<file path="src/rtl/ghbc_ram.sv">
// ----------------------------------------------------------------------------
// ghbc_ram: generic single-write, single-read RAM
// One write port, one read port with registered read data.
// ----------------------------------------------------------------------------
module ghbc_ram #(
	parameter int WIDTH = 8,
	parameter int DEPTH = 16
) (
	input  logic                     clk,
	input  logic                     we,
	input  logic [$clog2(DEPTH)-1:0] waddr,
	input  logic [WIDTH-1:0]         wdata,
	input  logic [$clog2(DEPTH)-1:0] raddr,
	output logic [WIDTH-1:0]         rdata
);

	logic [WIDTH-1:0] mem_q [DEPTH];

	always_ff @(posedge clk) begin
		if (we) begin
			mem_q[waddr] <= wdata;
		end
		rdata <= mem_q[raddr];
	end

endmodule

</file>
<file path="config.mk">
export PLATFORM = sky130hd
export DESIGN_NAME = ghbc_ram
export DESIGN_NICKNAME = d
export VERILOG_FILES = /design/src/rtl/ghbc_ram.sv
export SDC_FILE = /design/constraint.sdc
export NUM_CORES = 1
export LEC_CHECK = 0
export BUFFER_PORTS_ARGS = -buffer_cell sky130_fd_sc_hd__buf_2
export CAP_MARGIN = 20
export CORE_ASPECT_RATIO = 1.4
export CORE_UTILIZATION = 40
export CTS_BUF_LIST = sky130_fd_sc_hd__clkbuf_4
export CTS_CLUSTER_SIZE = 16
export DETAILED_ROUTE_END_ITERATION = 10
export GPL_TIMING_DRIVEN = 0
export PLACE_DENSITY = 0.6
export SLEW_MARGIN = 0
export SYNTH_ARGS = -nofsm -noshare
export SYNTH_HDL_FRONTEND = slang
export SYNTH_SLANG_ARGS = --single-unit
</file>
<file path="constraint.sdc">
create_clock -name clk -period 1.7 [get_ports clk]
set_input_delay 0.17 -clock clk [delete_from_list [all_inputs] [get_ports clk]]
set_output_delay 0.17 -clock clk [all_outputs]
set_load 0.02 [all_outputs]
</file>
==> flow_results.org, run 1 <==
** CTS
- Library cell used as clock root buffer :: sky130_fd_sc_hd__clkbuf_4
- Clock-pin slew was measured on the worst setup and hold paths at roughly 120 ps.
- Maximum root-to-sink buffer count :: 2
- Total number of H-tree levels :: 4
- Resized Gates After CTS :: 0
- In this run, post-CTS hold repair placed 0 buffers.
- TritonCTS created 17 clock buffers.
- Setup repair bufs after CTS :: 0
- At the later pin of the worst-skew pair, clock insertion delay measures roughly 500 ps.
- Clock tree from TritonCTS :: yes
- CTS sink count :: ~140

** Logic synthesis
- Counting every net in the synthesized netlist gives between 200 and 250.
- Average cell area after synthesis :: 22.5 µm²
- Number of synthesized flops with an enable pin :: 128
- The share of the Yosys chip area taken by registers is 0.778.
- Yosys instantiated no cell more often than sky130_fd_sc_hd__edfxtp_1.
- Cells after Synth :: approximately 230
- The commonest cells after synthesis are 128 x sky130_fd_sc_hd__edfxtp_1, 18 x sky130_fd_sc_hd__mux4_2, 16 x sky130_fd_sc_hd__a22oi_1, 14 x sky130_fd_sc_hd__mux4_1, 13 x sky130_fd_sc_hd__nor2_1.
- In this run the cell area of the synthesized design comes to slightly above 5000 µm².
- Total of warnings raised by yosys :: 0
- The synthesized design spends more area on one cell type than any other, namely sky130_fd_sc_hd__edfxtp_1.
- Number of synthesized register bits :: about 140
- Fraction of post-synthesis cell area in the top cell type by area :: 0.747
- Counting flops with an async set or reset pin after synthesis yields a share of 0.
- The number of different library cells used by synthesis comes to 19.
- In the synthesized netlist the dominant register cell turns out to be sky130_fd_sc_hd__edfxtp_1.
- Ranked by total cell area, the synthesized netlist is headed by sky130_fd_sc_hd__edfxtp_1 75%, sky130_fd_sc_hd__mux4_2 7.9%, sky130_fd_sc_hd__mux4_1 7.1%.

** Critical path
- The critical path contains buffers and inverters numbering 0 combined.
- The kind of cell with the highest combined delay along the critical path is multiplexers.
- At the worst endpoint, the required time is 2110 ps.
- On the worst path, the slowest cell contributes a delay of roughly 600 ps.
- The worst register-to-register path ends at rdata[3].
- R2R Setup Slk :: between 200 and 250 ps
- The worst setup path is captured at a flip-flop.
- Crit path cell chain :: mux4_1 -> a22oi_1 -> nand2_1
- Reg2reg path depth :: 3
- FF-to-FF Start :: mem_q[1][3]
- STA classifies the critical path startpoint as a flip-flop.
- Signal arrival time at the worst endpoint :: between 1500 and 2000 ps
- Of all nets on the critical path, the largest fanout is 1.
- On the critical path, the stage with the largest delay is an instance of sky130_fd_sc_hd__mux4_1.
- The worst setup path is of the flip-flop to flip-flop kind.

** Timing
- Max-Slew Margin vs Limit :: 0.438
- Final number of hold-violating endpoints :: 0
- Maximum clock skew at final layout :: about 17 ps
- Setup violations remaining at the end of the flow were counted as 0.
- Static timing analysis puts the maximum clock frequency at slightly below 700 MHz.
- Setup total negative slack on the finished layout was measured at 0 ps.
- Transition time of the tightest slew-check pin :: 839 ps
- Setup repair after global routing left no endpoint under its margin.
- Final number of max-transition violations :: 0
- Crit share post-route :: 0.856
- Time the worst path needs with I/O delays and setup :: about 1500 ps

** Power
- In this run the power density over the cells is ~1100 nW/µm².
- VDD sags by at most about 0.45 mV.
- The completed layout was analyzed and its total power is 6.51 mW.
- Leakage power of the design :: between 1.5 and 2 nW

** GRT
- Global-route usage over all layers :: 0.155
- Global-route wire length before repair :: around 14 mm
- Total overflow reported by the global router :: 0
- The number of global-route vias before repair was 2390.
- Pin count of the biggest net entering global routing :: 17
- The number of antenna violations at the first check in global routing came to 1.

** Status
- The final reports fail on DRC.
- The run finished, with violations left.

** Min path
- The worst hold path terminates at mem_q[1][5].
- Startpoint of the worst hold path :: wdata[5]
- Worst hold path stage count :: 1
- Min-delay worst type :: primary input to flip-flop

** Route
- Antenna viol nets, final :: 0
- After the first detailed-routing iteration, the DRC count stood at ~180.
- In the routed design, unresolved DRC markers number 2.
- Via-per-instance ratio :: about 5.4
- The first detailed-routing pass took 7 iterations.
- For this block, the via count after detailed routing is 2386.
- Routed wire per std cell :: between 20 and 25 µm
- WL final :: about 9.7 mm

** Final layout
- Leaving out filler cells and counting taps, the final layout contains 440.
- In the final design database the tool counted slightly below 300 nets.
- Of the cells placed in the final design, the portion with a size suffix greater than 1 is 0.304.
- After routing the design area is between 5000 and 6000 µm².
- Final Util :: 0.467
- Compared with the post-synthesis result, the final layout area differs by 12.9%.

** Floorplanning
- Std-Cell Rows :: 48
- 26 I/O pins were placed.
- Die Ht :: 136 µm
- The initial utilization of the core area, before any placement, comes to 0.414.
- DIE AREA :: 13300 µm²
- Width of the chip :: slightly below 100 µm
- The region available for standard cell placement spans 12400 µm².

** Place
- Area post-placement :: about 5500 µm²
- Routability-driven placement finished with a final weighted congestion of 0.797.
- Placed Cells :: a little over 400
- After legalization and detailed placement, the total HPWL measured between 6 and 7 mm.
- Port Buffers :: 24

** Flow run
- Across the run, the number of max-cap violations was 0.
layout by cell type, fill, tap and decap left out, types with 4 or more instances in the layout:
master,Yosys,layout
sky130_fd_sc_hd__buf_2,3,29
sky130_fd_sc_hd__edfxtp_1,128,128
sky130_fd_sc_hd__mux4_1,14,14
sky130_fd_sc_hd__nor3_1,4,4
sky130_fd_sc_hd__clkbuf_4,0,17
sky130_fd_sc_hd__dfxtp_1,8,8
sky130_fd_sc_hd__mux4_2,18,18
sky130_fd_sc_hd__nor2_1,13,13
sky130_fd_sc_hd__a22oi_1,16,16
sky130_fd_sc_hd__nand2_1,9,9
sky130_fd_sc_hd__bufinv_16,0,4
registers in the layout, summed over array words and instances (netlist names):
signal  flops
mem_q     128
rdata       8
layer usage:
metal | vias to the layer above | wire length [µm] | GRT usage
li1 | 1074 | - | -
met1 | 1244 | 3850 | 0.182
met2 | 60 | 5260 | 0.277
met3 | 8 | 453 | 0.0437
met4 | 0 | 121 | 0.0480
met5 | - | 0 | 0
power breakdown:
part	internal (mW)	total [mW]	switching [mW]
registers	3.74	3.76	0.0160
logic	0.151	0.381	0.231
clock network	1.18	2.37	1.19
worst max-delay path by stage:
stage	startpoint	to	slack, ps	cells past startpoint
final	mem_q[1][3]	rdata[3]	240	3
after CTS	mem_q[1][3]	rdata[3]	220	3
after floorplan	waddr[2]	mem_q[0][0]	40	2
after global placement	waddr[2]	mem_q[0][3]	-510	3
after detailed placement	waddr[2]	mem_q[2][3]	-170	3
after global routing	mem_q[1][3]	rdata[3]	180	3
worst register-to-register path: cells and delay by family, from the launching register on:
| family | cells | cell delay [ps] |
|---|---|---|
| multiplexers | 1 | 590 |
| flip-flops | 1 | 380 |
| AO/OA/AOI/OAI | 1 | 300 |
| AND/OR/NAND/NOR | 1 | 80 |
cell families (layout without fill, tap and decap cells):
| group | after synthesis | after routing | synth area share |
|---|---|---|---|
| flops | 136 | 136 | 0.778 |
| mux | 32 | 32 | 0.150 |
| other cells | 0 | 1 | 0 |
| simple gates | 35 | 35 | 0.0318 |
| buf+inv | 10 | 70 | 0.0168 |
| compound gates | 16 | 16 | 0.0233 |
through the flow:
stage | hold WS (ps) | worst slack, ps
2_1_floorplan | 269 | 37.1
3_3_place_gp | 568 | -512
3_5_place_dp | 583 | -166
4_1_cts | 16.9 | 225
5_1_grt | 16.4 | 181
6_report | 47.7 | 244
final cells by class:
cell class                      count  area, µm²
Buffer                             10       86.3
Sequential cell                   136       4000
Timing Repair Buffer               28        145
Clock buffer                       17        128
Antenna cell                        1       2.50
Fill cell                        1027       6620
Multi-Input combinational cell     83       1060
Tap cell                          150        188
Clock inverter                     15        199
Power figures use the tool's default switching activity.
==> inputs of run 2 (changes only) <==
--- a/config.mk
+++ b/config.mk
@@ -7,7 +7,7 @@
 export LEC_CHECK = 0
 export BUFFER_PORTS_ARGS = -buffer_cell sky130_fd_sc_hd__buf_2
 export CAP_MARGIN = 20
-export CORE_ASPECT_RATIO = 1.4
+export CORE_ASPECT_RATIO = 0.8
 export CORE_UTILIZATION = 40
 export CTS_BUF_LIST = sky130_fd_sc_hd__clkbuf_4
 export CTS_CLUSTER_SIZE = 16
==> run 2 against run 1 <==
Wire length grew 1.9%; clock-buffer cell count unchanged; sequential power about the same; clock power grew 15%; the flow now finishes without violations; global-route usage is 0.54 points higher; maximum frequency up 2.5%; utilization rose by 1.1 points.
==> flow_results.org, run 2 (synthesized netlist as in run 1, its figures left out) <==
** Floorplanning
- The starting density of the core is 0.417 (was 0.414).
- Std-Cell Rows :: 36 (was 48)
- Width of the chip :: 129 µm (was 97.9 µm)
- The area of the core is 12300 µm² (was 12400 µm²).
- Die Ht :: 103 µm (was 136 µm)
- The count of boundary I/O pins is 26 (unchanged).
- The floorplan die area was 13300 µm² (about the same).

** Flow run
- The max capacitance violation total came to 0 (unchanged).

** Critical path
- Crit path cell chain: mux4_1 -> a22oi_1 -> nand2_1 (unchanged).
- The required time reported for the critical path endpoint was 2100 ps (was 2110 ps).
- The data arrival time of the worst path was 1820 ps (was 1860 ps).
- The worst stage delay on the critical path was 560 ps (was 590 ps).
- Cell type of the slowest stage on the worst timing path :: sky130_fd_sc_hd__mux4_1 (unchanged)
- CP endpoint kind :: flip-flop (unchanged)
- Critical Path Start Type :: flip-flop (unchanged)
- Crit path kind :: flip-flop to flip-flop (unchanged)
- Highest net fanout along the worst path :: 1 (unchanged)

** CTS
- The maximum buffer depth of the clock tree was 2 (unchanged).
- Library cell used as clock root buffer :: sky130_fd_sc_hd__clkbuf_4 (unchanged)
- The clock tree from TritonCTS is yes (unchanged).
- The later-pin clock latency in the skew report is 520 ps (was 500 ps).
- Clock input transition at the sequential cells of the worst setup and hold paths :: 120 ps (about the same)
- CTS sink count :: 136 (unchanged)
- Total number of H-tree levels :: 4 (unchanged)
- Total CTS buffers :: 17 (unchanged)
- The post-CTS resize count was 0 (unchanged).

** Timing
- Max-Slew Margin vs Limit :: 0.430 (was 0.438)
- Count of final setup violators :: 0 (unchanged)
- The number of failing hold endpoints at the final stage is 0 (unchanged).
- The slew of the pin with the lowest slew margin was 852 ps (was 839 ps).
- The timing-limited maximum frequency came to 705 MHz (was 687 MHz).
- Final number of max-transition violations :: 0 (unchanged)
- Setup repair after global routing missed its margin: no (unchanged).
- The worst hold slack across all endpoints was 52.1 ps (was 47.7 ps).
- The fraction of the cycle the final worst path needs was 0.835 (was 0.856).
- Post-Route Setup TNS :: 0 ps (unchanged)
- The clock skew after layout is 13.0 ps (was 17.0 ps).
- Final WS setup :: 281 ps (was 244 ps)
- The minimum period implied by the final worst setup slack was 1420 ps (was 1460 ps).

** Final layout
- Fin nets :: 295 (was 294)
- Total inserted antenna cells :: 0 (was 1)
- Total of fill cells in the finished design :: 1057 (was 1027)
- The layout cell share with drive strength beyond 1 is 0.300 (was 0.304).
- Growth of design area from synthesis to finish :: 14.6% (was 12.9%)
- Max FFs per register :: 128 (unchanged)
- Highest-count cells in the layout ignoring fill and taps :: 128 x sky130_fd_sc_hd__edfxtp_1, 29 x sky130_fd_sc_hd__buf_2, 18 x sky130_fd_sc_hd__mux4_2 (unchanged)
- Commonest non-fill, non-tap cell in the layout :: sky130_fd_sc_hd__edfxtp_1 (unchanged)
- Biggest register :: mem_q (unchanged)
- Largest registers: mem_q: 128 flops, rdata: 8 flops (unchanged).
- The final design instance area without fill came to 5900 µm² (was 5810 µm²).

** Power
- The overall power of the completed layout was 6.88 mW (was 6.51 mW).
- Leakage power of the design :: 1.96 nW (was 1.93 nW)
- The total power divided by cell area came to 1170 nW/µm² (was 1120 nW/µm²).
- Max VDD drop :: 0.781 mV (was 0.454 mV)

** Route
- Detailed-routing iteration count for the pre-antenna-repair pass :: 4 (was 7)
- The initial DRC count was 147 (was 177).
- The final routed wire length divided by cell count came to 21.4 µm (was 22.0 µm).
- The per-cell via count in the routed design is 5.16 (was 5.42).
- DR vias :: 2377 (was 2386)
- The DRC violation count after routing came to 0 (was 2).
- The post-detailed-route count of antenna-violating nets is 0 (unchanged).
- WL final :: 9.88 mm (was 9.69 mm)

** Status
- Result of the run: finished clean (was finished, violations left).

** GRT
- Pin count of the biggest net entering global routing :: 17 (unchanged)
- Number of antenna violations at the first check in global routing :: 0 (was 1)
- The global-route wire length before repair was 14.2 mm (about the same).
- The total global routing overflow is 0 (unchanged).
- Via count of the first global-routing pass :: 2289 (was 2390)
- Global-route usage over all layers :: 0.161 (was 0.155)

** Min path
- The worst hold-check path type is primary input to flip-flop (unchanged).

** Place
- Routability congestion estimate from global placement :: 0.736 (was 0.797)
- Setup Slack @ Placement :: -242 ps (was -166 ps)
- Port Buffers :: 24 (unchanged)
- Final HPWL from detailed placement :: 6.50 mm (was 6.47 mm)
- The area after detailed placement was 5510 µm² (was 5480 µm²).
## run 2: cell type report
type	count	area, µm²	area share
flip-flops and latches	136	4000	0.679
multi-input cells	83	1060	0.179
clock inverters	15	255	0.0433
well taps	171	214	0.0363
repair buffers	29	155	0.0263
clock buffers	17	128	0.0216
plain buffers	10	86.3	0.0146
## run 2: worst max-delay path: cells and delay by family (launching register included)
kind / cells / cell delay, ps
AOI/OAI and AO/OA: 1 / 300
DFF: 1 / 370
muxes: 1 / 560
and+or+nand+nor: 1 / 90
## run 2: worst paths after layout
| check | startpoint | endpoint | slack (ps) | depth (start not counted) |
|---|---|---|---|---|
| setup / recovery | mem_q[9][1] | rdata[1] | 280 | 3 |
| setup reg to reg | mem_q[9][1] | rdata[1] | 280 | 3 |
| hold reg to reg | mem_q[8][5] | rdata[5] | 690 | 3 |
| hold / removal | wdata[5] | mem_q[1][5] | 50 | 1 |
## run 2: layer usage
layer | track usage | vias to the layer above | share of wire
li1 | - | 1082 | -
met1 | 0.234 | 1237 | 0.51
met3 | 0.0442 | 10 | 0.038
met4 | 0.0652 | 0 | 0.0074
met2 | 0.230 | 48 | 0.45
met5 | 0 | - | 0
## run 2: repair_timing
item / in CTS / in global routing
hold buffers: 1 / 0
endpoints found under the hold margin: 16 / 0
buffers inserted: 0 / 0
## run 2: stage by stage
| step | utilization | std cells |
|---|---|---|
| after floorplan | - | 229 |
| after global placement | 0.444 | 424 |
| after detailed placement | 0.446 | 428 |
| after CTS | 0.478 | 461 |
| after global routing | 0.478 | 461 |
| final | 0.478 | 461 |
## run 2: report_power, final
part           switching [mW]  internal [mW]  total, mW  leakage [nW]
combinational           0.236          0.152      0.388         0.541
sequential             0.0168           3.74       3.76          1.22
clock                    1.14           1.59       2.73         0.192
